[config.mk]
export PLATFORM = sky130hd
export DESIGN_NAME = utf8_display_width_meter_top
export DESIGN_NICKNAME = d
export VERILOG_FILES = /design/src/utf8dw_pkg.sv /design/src/utf8dw_decode.sv /design/src/utf8_display_width_meter_top.sv
export SDC_FILE = /design/constraint.sdc
export NUM_CORES = 1
export LEC_CHECK = 0
export BUFFER_PORTS_ARGS = -buffer_cell sky130_fd_sc_hd__buf_2
export CORE_ASPECT_RATIO = 0.8
export CORE_MARGIN = 5
export CORE_UTILIZATION = 60
export CTS_CLUSTER_SIZE = 8
export DETAILED_ROUTE_END_ITERATION = 8
export PLACE_DENSITY = 0.81
export SETUP_SLACK_MARGIN = 0.15
export SYNTH_ARGS = -nofsm -noshare
export SYNTH_HDL_FRONTEND = slang
export SYNTH_HIERARCHICAL = 1
export SYNTH_SLANG_ARGS = --single-unit
[constraint.sdc]
create_clock -name clk -period 7.2 [get_ports clk]
set_clock_uncertainty 0.1 [all_clocks]
set_input_delay 0.36 -clock clk [delete_from_list [all_inputs] [get_ports clk]]
set_output_delay 0.36 -clock clk [all_outputs]
set_load 0.01 [all_outputs]
[src/utf8dw_pkg.sv]
// Shared types, constants and the column width table of the UTF-8 width meter.
`default_nettype none

package utf8dw_pkg;

    localparam int CP_BITS = 21;

    localparam logic [CP_BITS-1:0] REPL_CP   = 21'h00FFFD;
    localparam logic [CP_BITS-1:0] MAX_CP    = 21'h10FFFF;
    localparam logic [CP_BITS-1:0] SURR_LO   = 21'h00D800;
    localparam logic [CP_BITS-1:0] SURR_HI   = 21'h00DFFF;
    localparam logic [CP_BITS-1:0] MIN_CP_2  = 21'h000080;
    localparam logic [CP_BITS-1:0] MIN_CP_3  = 21'h000800;
    localparam logic [CP_BITS-1:0] MIN_CP_4  = 21'h010000;

    // Buffered sequence: lead plus good continuations seen so far.
    typedef struct packed {
        logic [1:0]         cnt;
        logic [2:0]         len;
        logic [CP_BITS-1:0] cp;
    } pend_t;

    // What one input byte produces: a run of one-byte replacements, then an
    // optional tail result, and the sequence left buffered afterwards.
    typedef struct packed {
        logic [2:0]         repl_cnt;
        logic               tail_valid;
        logic [CP_BITS-1:0] tail_cp;
        logic [2:0]         tail_bytes;
        logic               tail_repl;
        pend_t              pend;
    } plan_t;

    typedef struct packed {
        logic [CP_BITS-1:0] lo;
        logic [CP_BITS-1:0] hi;
        logic [1:0]         w;
    } span_t;

    localparam int NUM_SPANS = 21;

    // First matching span wins; zero-width spans come first.
    localparam span_t WIDTH_SPANS [NUM_SPANS] = '{
        '{21'h000000, 21'h00001F, 2'd0}, '{21'h00007F, 21'h00009F, 2'd0},
        '{21'h000300, 21'h00036F, 2'd0}, '{21'h001AB0, 21'h001AFF, 2'd0},
        '{21'h001DC0, 21'h001DFF, 2'd0}, '{21'h0020D0, 21'h0020FF, 2'd0},
        '{21'h00FE20, 21'h00FE2F, 2'd0}, '{21'h00200B, 21'h00200D, 2'd0},
        '{21'h002060, 21'h002060, 2'd0}, '{21'h00FEFF, 21'h00FEFF, 2'd0},
        '{21'h002E80, 21'h002FDF, 2'd2}, '{21'h002FF0, 21'h00A4CF, 2'd2},
        '{21'h00A960, 21'h00A97F, 2'd2}, '{21'h00AC00, 21'h00D7FF, 2'd2},
        '{21'h00F900, 21'h00FAFF, 2'd2}, '{21'h00FE10, 21'h00FE1F, 2'd2},
        '{21'h00FE30, 21'h00FE6F, 2'd2}, '{21'h00FF00, 21'h00FF60, 2'd2},
        '{21'h00FFE0, 21'h00FFE6, 2'd2}, '{21'h020000, 21'h03FFFF, 2'd2},
        '{21'h01F300, 21'h01FBFF, 2'd2}
    };

    function automatic logic [1:0] col_width(input logic [CP_BITS-1:0] cp);
        logic [1:0] w;
        logic       hit;
        w   = 2'd1;
        hit = 1'b0;
        for (int i = 0; i < NUM_SPANS; i++)
        begin
            if (!hit && cp >= WIDTH_SPANS[i].lo && cp <= WIDTH_SPANS[i].hi)
            begin
                w   = WIDTH_SPANS[i].w;
                hit = 1'b1;
            end
        end
        return w;
    endfunction

endpackage

`default_nettype wire

[src/utf8dw_decode.sv]
// Byte decoder: turns one byte and the buffered sequence into a result plan.
`default_nettype none

module utf8dw_decode (
    input  wire logic [7:0]        data_byte,
    input  wire logic              last_byte,
    input  utf8dw_pkg::pend_t      pend,
    output utf8dw_pkg::plan_t      plan
);
    import utf8dw_pkg::*;

    logic [2:0]         blen;
    logic [CP_BITS-1:0] bbits;
    logic               b_cont;
    logic [CP_BITS-1:0] full_cp;
    logic [2:0]         filled;
    logic               bad_value;
    plan_t              lead_plan;

    // Classify the byte as a lead
    always_comb
    begin
        b_cont = (data_byte[7:6] == 2'b10);
        if (data_byte[7] == 1'b0)
        begin
            blen  = 3'd1;
            bbits = CP_BITS'(data_byte);
        end
        else if (data_byte[7:5] == 3'b110)
        begin
            blen  = 3'd2;
            bbits = CP_BITS'(data_byte[4:0]);
        end
        else if (data_byte[7:4] == 4'b1110)
        begin
            blen  = 3'd3;
            bbits = CP_BITS'(data_byte[3:0]);
        end
        else if (data_byte[7:3] == 5'b11110)
        begin
            blen  = 3'd4;
            bbits = CP_BITS'(data_byte[2:0]);
        end
        else
        begin
            blen  = 3'd0;
            bbits = '0;
        end
    end

    // Plan for the byte taken as a fresh lead
    always_comb
    begin
        lead_plan            = '0;
        lead_plan.tail_bytes = 3'd1;
        if (blen == 3'd0)
        begin
            lead_plan.tail_valid = 1'b1;
            lead_plan.tail_cp    = REPL_CP;
            lead_plan.tail_repl  = 1'b1;
        end
        else if (blen == 3'd1)
        begin
            lead_plan.tail_valid = 1'b1;
            lead_plan.tail_cp    = bbits;
        end
        else if (last_byte)
        begin
            lead_plan.tail_valid = 1'b1;
            lead_plan.tail_cp    = REPL_CP;
            lead_plan.tail_repl  = 1'b1;
        end
        else
        begin
            lead_plan.pend.cnt = 2'd1;
            lead_plan.pend.len = blen;
            lead_plan.pend.cp  = bbits;
        end
    end

    // Extend the buffered sequence by a continuation and check the value
    always_comb
    begin
        full_cp   = {pend.cp[CP_BITS-7:0], data_byte[5:0]};
        filled    = 3'(pend.cnt) + 3'd1;
        bad_value = (pend.len == 3'd2 && full_cp < MIN_CP_2) ||
                    (pend.len == 3'd3 && full_cp < MIN_CP_3) ||
                    (pend.len == 3'd4 && full_cp < MIN_CP_4) ||
                    (full_cp >= SURR_LO && full_cp <= SURR_HI) ||
                    (full_cp > MAX_CP);
    end

    // Pick the plan
    always_comb
    begin
        plan = '0;
        if (pend.cnt == 2'd0)
        begin
            plan = lead_plan;
        end
        else if (!b_cont)
        begin
            // lead and buffered continuations fall out, then replay the byte
            plan          = lead_plan;
            plan.repl_cnt = 3'(pend.cnt);
        end
        else if (filled == pend.len)
        begin
            plan.tail_valid = 1'b1;
            plan.tail_cp    = bad_value ? REPL_CP : full_cp;
            plan.tail_bytes = pend.len;
            plan.tail_repl  = bad_value;
        end
        else if (last_byte)
        begin
            plan.repl_cnt = filled;
        end
        else
        begin
            plan.pend.cnt = filled[1:0];
            plan.pend.len = pend.len;
            plan.pend.cp  = full_cp;
        end
    end

endmodule

`default_nettype wire

[src/utf8_display_width_meter_top.sv]
// Top level of the UTF-8 display width meter: input stage, result sequencer, output register.
`default_nettype none

// Bytes are registered in the input stage, their results in the output register.
// Throughput: one byte per cycle while each byte yields at most one result and the
// output is not stalled; a byte with up to four results holds the input stage until
// its last result is taken, as the output register takes one result per cycle.
// Reset clears the stage valid flags, the buffered sequence and the running total.
module utf8_display_width_meter_top #(
    parameter int TOTAL_WIDTH_BITS = 32
) (
    input  wire logic        clk,
    input  wire logic        rst_n,
    input  wire logic        s_tvalid,
    output logic             s_tready,
    input  wire logic [7:0]  s_tdata,   // [7:0] data_byte
    input  wire logic        s_tlast,   // last_byte
    output logic             m_tvalid,
    input  wire logic        m_tready,
    output logic [63:0]      m_tdata,   // [20:0] code_point, [22:21] column_width,
                                        // [25:23] bytes_used, [57:26] total_width, rest 0
    output logic             m_tuser,   // is_replacement
    output logic             m_tlast    // string_end
);
    import utf8dw_pkg::*;

    // input stage
    logic        s1_valid_reg, s1_valid_next;
    logic [7:0]  s1_byte_reg;
    logic        s1_last_reg;

    // sequence and total state
    pend_t                       pend_reg, pend_next;
    logic [2:0]                  rep_done_reg, rep_done_next;
    logic [TOTAL_WIDTH_BITS-1:0] sum_reg, sum_next;

    // output register
    logic               out_valid_reg, out_valid_next;
    logic [CP_BITS-1:0] out_cp_reg;
    logic [1:0]         out_w_reg;
    logic [2:0]         out_bytes_reg;
    logic               out_repl_reg;
    logic [31:0]        out_total_reg;
    logic               out_end_reg;

    plan_t              plan;
    logic               out_free;
    logic               have_repl;
    logic               emit_any;
    logic               emit_fire;
    logic               final_emit;
    logic               item_done;
    logic [CP_BITS-1:0] emit_cp;
    logic [2:0]         emit_bytes;
    logic               emit_repl;
    logic [1:0]         emit_w;
    logic               emit_end;
    logic [TOTAL_WIDTH_BITS:0]   sum_add;
    logic [TOTAL_WIDTH_BITS-1:0] sum_sat;
    logic [63:0]                 sum_wide;

    utf8dw_decode u_decode (
        .data_byte (s1_byte_reg),
        .last_byte (s1_last_reg),
        .pend      (pend_reg),
        .plan      (plan)
    );

    // Sequence the results of the byte in the input stage
    always_comb
    begin
        out_free   = !out_valid_reg || m_tready;
        have_repl  = rep_done_reg < plan.repl_cnt;
        emit_any   = s1_valid_reg && (have_repl || plan.tail_valid);
        emit_fire  = emit_any && out_free;
        final_emit = have_repl ? ((rep_done_reg + 3'd1 == plan.repl_cnt) && !plan.tail_valid)
                               : 1'b1;
        item_done  = s1_valid_reg && (emit_any ? (emit_fire && final_emit) : 1'b1);
        s_tready   = !s1_valid_reg || item_done;
    end

    // Form the result and the saturating total
    always_comb
    begin
        emit_cp    = have_repl ? REPL_CP : plan.tail_cp;
        emit_bytes = have_repl ? 3'd1 : plan.tail_bytes;
        emit_repl  = have_repl ? 1'b1 : plan.tail_repl;
        emit_w     = col_width(emit_cp);
        emit_end   = s1_last_reg && final_emit;
        sum_add    = {1'b0, sum_reg} + (TOTAL_WIDTH_BITS + 1)'(emit_w);
        sum_sat    = sum_add[TOTAL_WIDTH_BITS] ? '1 : sum_add[TOTAL_WIDTH_BITS-1:0];
        sum_wide   = 64'(sum_sat);
    end

    // Next state of control
    always_comb
    begin
        s1_valid_next  = s_tready ? s_tvalid : s1_valid_reg;
        out_valid_next = emit_fire ? 1'b1 : (m_tready ? 1'b0 : out_valid_reg);

        rep_done_next = rep_done_reg;
        if (item_done)
            rep_done_next = 3'd0;
        else if (emit_fire && have_repl)
            rep_done_next = rep_done_reg + 3'd1;

        pend_next = pend_reg;
        if (item_done)
            pend_next = s1_last_reg ? '0 : plan.pend;

        sum_next = sum_reg;
        if (emit_fire)
            sum_next = emit_end ? '0 : sum_sat;
    end

    // Control registers
    always_ff @(posedge clk or negedge rst_n)
    begin
        if (!rst_n)
        begin
            s1_valid_reg  <= 1'b0;
            out_valid_reg <= 1'b0;
            rep_done_reg  <= 3'd0;
            pend_reg      <= '0;
            sum_reg       <= '0;
        end
        else
        begin
            s1_valid_reg  <= s1_valid_next;
            out_valid_reg <= out_valid_next;
            rep_done_reg  <= rep_done_next;
            pend_reg      <= pend_next;
            sum_reg       <= sum_next;
        end
    end

    // Capture the input beat and the result beat
    always_ff @(posedge clk)
    begin
        if (s_tready && s_tvalid)
        begin
            s1_byte_reg <= s_tdata;
            s1_last_reg <= s_tlast;
        end
        if (emit_fire)
        begin
            out_cp_reg    <= emit_cp;
            out_w_reg     <= emit_w;
            out_bytes_reg <= emit_bytes;
            out_repl_reg  <= emit_repl;
            out_total_reg <= sum_wide[31:0];
            out_end_reg   <= emit_end;
        end
    end

    assign m_tvalid = out_valid_reg;
    assign m_tdata  = {6'd0, out_total_reg, out_bytes_reg, out_w_reg, out_cp_reg};
    assign m_tuser  = out_repl_reg;
    assign m_tlast  = out_end_reg;

    // A replay count is only in progress while a byte sits in the input stage
    assert property (@(posedge clk) disable iff (!rst_n)
        rep_done_reg != 3'd0 |-> s1_valid_reg)
        else $error("replay count set with empty input stage");

    // A buffered sequence is always shorter than its lead announces
    assert property (@(posedge clk) disable iff (!rst_n)
        pend_reg.cnt != 2'd0 |-> pend_reg.len > 3'(pend_reg.cnt))
        else $error("buffered sequence not shorter than its length");

    // The running total restarts after the final result of a string
    assert property (@(posedge clk) disable iff (!rst_n)
        emit_fire && emit_end |=> sum_reg == '0)
        else $error("running total not cleared at end of string");

    // A finished byte leaves the replay count at zero
    assert property (@(posedge clk) disable iff (!rst_n)
        item_done |=> rep_done_reg == 3'd0)
        else $error("replay count not cleared after byte");

endmodule

`default_nettype wire
[Word-level counts from Yosys, hierarchy flattened]
Index checks and enable logic that the tools add are counted.
Storage, ports and cells
  register bits after elaboration: 126
  word-level logic and storage cells: 246
  input bits: 13
  output and inout bits: 68
Operators by class
  add/sub/neg operators: 3
  reductions and logical operators: 90
  bitwise operators: 2
  $lt $le $gt $ge: 49
  equality and inequality tests: 11
  multiplexer cells: 75
Operators by type and width (count)
  $le A21 B16 Y1 const B: 11
  $ge A21 B16 Y1 const B: 10
  $mux W26: 5
  $mux W55: 2
  $ge A21 B14 Y1 const B: 5
  $mux W21: 5
  $le A21 B14 Y1 const B: 4
  $mux W22: 3
  $mux W32: 2
  $logic_and A1 B1 Y1: 53
  $ge A21 B13 Y1 const B: 2
  $le A21 B13 Y1 const B: 2
  $mux W2: 20
  $add A32 B2 Y33: 1
  $mux W1: 27
  $mux W27: 1
  $mux W3: 9
  $mux W25: 1
  $logic_not A1 Y1: 23
  $ge A21 B1 Y1 const B: 1
  $ge A21 B10 Y1 const B: 1
  $ge A21 B17 Y1 const B: 1
  $ge A21 B18 Y1 const B: 1
  $ge A21 B7 Y1 const B: 1
  28 further kinds: 39

[Longest topological paths before layout]
  depth in word-level cells: 98
  gate-level depth with buffers: 28
  mapped depth without buffers: 24

[Cells and area by module]
Netlist, hierarchy kept.
Modules (own cells, without submodules)
  utf8_display_width_meter_top: cells each 716, instances 1, area each 6975.4 sq um
  utf8dw_decode: cells each 133, instances 1, area each 905.9 sq um

[Worst setup path after synthesis]
OpenSTA, ideal clock, no wires.
  kind: reg2reg
  start: register pend_reg[24] (netlist name)
  end: register out_total_reg[31], data pin
  buffers on the path: 2
  arrival: 5.547 ns
  cell stages (with the launch flop): 24
  slack: 1.293 ns
  library setup time: 0.260 ns
  cell sequence: dfrtp_1 -> inv_1 -> ha_1 -> xor2_2 -> nor4_2 -> nor2b_1 -> and2_1 -> or4_1 -> buf_2 -> or4_4 -> o31ai_1 -> o31ai_1 -> a22oi_2 -> o2111ai_1 -> nor3_2 -> ha_1 -> a21oi_1 -> nor3_1 -> and4_1 -> clkbuf_1 -> and2_1 -> nand2_1 -> nor2_1 -> mux2_2
RTL lines
  start, declared: RTL line utf8_display_width_meter_top.sv:33  | pend_t pend_reg, pend_next;
  start signal, assigned: RTL line utf8_display_width_meter_top.sv:132  | pend_reg <= pend_next;
  end signal, assigned: RTL line utf8_display_width_meter_top.sv:151  | out_total_reg <= sum_wide[31:0];
  end, declared: RTL line utf8_display_width_meter_top.sv:43  | logic [31:0] out_total_reg;

==> flow_summary.toml <==
[outcome]
status = "finished, violations left"
failed_checks = "hold timing"

[floorplan]
standard_cell_row_count = 36
chipHeight_um = 111
die-area_um2 = 15000
dieWidth_um = 136
fp.coreArea_um2 = 12300
total_i_o_pin_count = 81
initial_core_util_pct = 61.8

[sta]
grt_setup_unrepaired = "false"
timing.final.max_slew_violations = 0
holdWs_ps = -13.7
final_period_minus_worst_setup_slack_ps = 6560
tightestPinTransition_ps = 1210
setup_tns_ps = 0
maxClockFrequency_ghz = 0.152
setup_viol = 0
fin_crit_sh_pct = 91.1
slew-limit-headroom_pct = 19.4
hold_violations = 15

[detailed_routing]
average_wire_per_standard_cell_um = 19.6
vias_per_cell = 6.34
dr.pass1.iters = 6
detailroute.via_count = 6766
drt_iter0_drc = 956
drt_drc_violations_left = 0
wl_mm = 20.9
route.antenna.remaining_nets = 0

[grt]
grt_pass1_vias = 6347
globalRouteOverflowTotal = 0
grt_antenna_before_repair = 0
first_pass_grt_wire_length_mm = 33.6
grt_util_all_layers_pct = 28.4
largest_net_degree_at_the_start_of_global_routing = 58

[worst_setup_path]
critical_path_at_ps = 6630
critical_path_class = "reg2reg"
critPathMaxStageDelay_ps = 700
ff2ff_setup_slack_ps = 640
worst_ep_required_time_ps = 7270
cp_max_fo = 11
rr_startpoint = "pend_reg[24]$_DFFE_PN0P_"
crit_slowest_cell = "or4_1"
crit_path_start_kind = "flop"
r2r_end = "out_total_reg[31]$_DFFE_PP_"
reg2reg_depth = 23
end_kind = "flop"
cp_cell_instances = "inv_1 -> ha_1 -> xor2_4 -> nor4_4 -> buf_4 -> nor2b_1 -> and2_1 -> or4_1 -> or4_4 -> o31ai_1 -> o31ai_1 -> a22oi_2 -> o2111ai_2 -> nor3_2 -> ha_1 -> a21oi_1 -> nor3_1 -> buf_4 -> and4_2 -> and2_1 -> nand2_1 -> nor2_1 -> mux2_2"

[yosys]
netlist_area_um2 = 7600
synth.avg_cell_area_um2 = 9.28
ys.warnings.count = 6
post_synth_inst_count = 819

[cts]
cts_tree = "built"
clock_latency_ps = 420
tritoncts_buffers = 17
clockBufferDepth = 2
clk_transition_reported_paths_ps = 60
root_buf_cell = "clkbuf_16"
htreeDepth = 4
cts_num_sinks = 126

[power]
vdd_ir_drop_max_uv = 329
power.density_cell_area_nw_per_um2 = 233
static-leakage-power_uw = 0.00365

[finish]
stdcell_count = 1068
fraction_of_final_layout_cells_with_drive_strength_greater_than_1_pct = 17.7
antenna-diode-count = 0
design.final.nets = 906
final-seq-area_um2 = 3500
fillCellCount = 899
total_area_of_multi_input_combinational_cells_um2 = 3780
syn2layout_area_growth_pct = 15.6

[placement]
dp_cells = 1029
hpwlAfterDp_mm = 14.3
port-buffer-count = 74
rd_place_congestion = 1.02

[job]
max_capacitance_violation_total = 0

[worst_hold_path]
min_path_type = "in2async"
==> cell type report <==
class                   instances  area share (%)
multi-input cells             609            43.0
clock inverters                12            1.64
well taps                     171            2.43
flip-flops and latches        126            39.8
inverters                      26            1.11
repair buffers                104            6.95
clock buffers                  20            5.08
==> power by group <==
part           leakage (uW)  internal [uW]  switching (uW)
logic               0.00191            111             224
clock network      0.000282            549             310
registers           0.00146            829            26.7
total               0.00365           1490             560
==> worst max-delay path by stage <==
| stage | endpoint | slack, ps | from | depth (start not counted) |
|---|---|---|---|---|
| global placement | out_total_reg[31]$_DFFE_PP_ | 800 | pend_reg[24]$_DFFE_PN0P_ | 22 |
| finish | out_total_reg[31]$_DFFE_PP_ | 640 | pend_reg[24]$_DFFE_PN0P_ | 23 |
| global route | out_total_reg[31]$_DFFE_PP_ | 200 | pend_reg[24]$_DFFE_PN0P_ | 23 |
| CTS | sum_reg[9]$_DFFE_PN0P_ | 410 | pend_reg[24]$_DFFE_PN0P_ | 22 |
| floorplan | out_total_reg[31]$_DFFE_PP_ | 1290 | pend_reg[24]$_DFFE_PN0P_ | 23 |
| detailed placement | sum_reg[5]$_DFFE_PN0P_ | 480 | pend_reg[24]$_DFFE_PN0P_ | 22 |
==> metrics by stage <==
step	instance area (um^2)	power (uW)	utilization [%]	worst slack [ps]
2_1_floorplan	7620	1080	-	1290
6_report	8790	2050	71.5	638
5_1_grt	8790	2130	71.5	201
3_5_place_dp	8100	1190	65.9	482
4_1_cts	8750	2050	71.2	406
3_3_place_gp	8100	1190	65.9	801
==> per-layer routing <==
metal / GRT usage, % / vias to the layer above / part of all wire (%)
met5: 0 / - / 0
met4: 11.0 / 0 / 2.5
met3: 6.40 / 54 / 9.7
met2: 41.7 / 445 / 44
met1: 40.9 / 3162 / 44
li1: - / 3105 / -
==> worst max-delay path: cells and delay by family, from the launching register on <==
kind                     cells  cell delay [ps]
buffers and inverters        3              440
flip-flops                   1              490
multiplexers                 1              340
AND/OR/NAND/NOR             11             3100
XOR/XNOR                     1              290
adder cells (fa/ha/maj)      2              620
AO/OA/AOI/OAI                5              940
==> layout by cell type, fill, tap and decap left out, types with 8 or more instances in the layout <==
| master | instances |
|---|---|
| a22o_1 | 8 |
| buf_4 | 24 |
| clkbuf_16 | 17 |
| and3_1 | 16 |
| xor2_1 | 12 |
| dfrtp_1 | 57 |
| a21oi_1 | 56 |
| o22a_1 | 12 |
| nand2b_1 | 45 |
| nand4_1 | 18 |
| nand2_1 | 91 |
| nor2_1 | 58 |
| nand3_1 | 27 |
| xnor2_1 | 15 |
| nor3_1 | 21 |
| nor4_1 | 9 |
| a31oi_1 | 21 |
| inv_1 | 25 |
| buf_2 | 74 |
| edfxtp_1 | 69 |
| o21ai_0 | 40 |
| ha_1 | 8 |
| and2_1 | 24 |
==> repair_timing <==
item | CTS | global route
endpoints found under the hold margin | 6 | 0
hold buffers | 6 | 0
setup endpoints to repair | 0 | 64
setup buffers | 0 | 1
gates resized for setup | 0 | 6
Note: power is estimated with default switching activity, not from simulation.
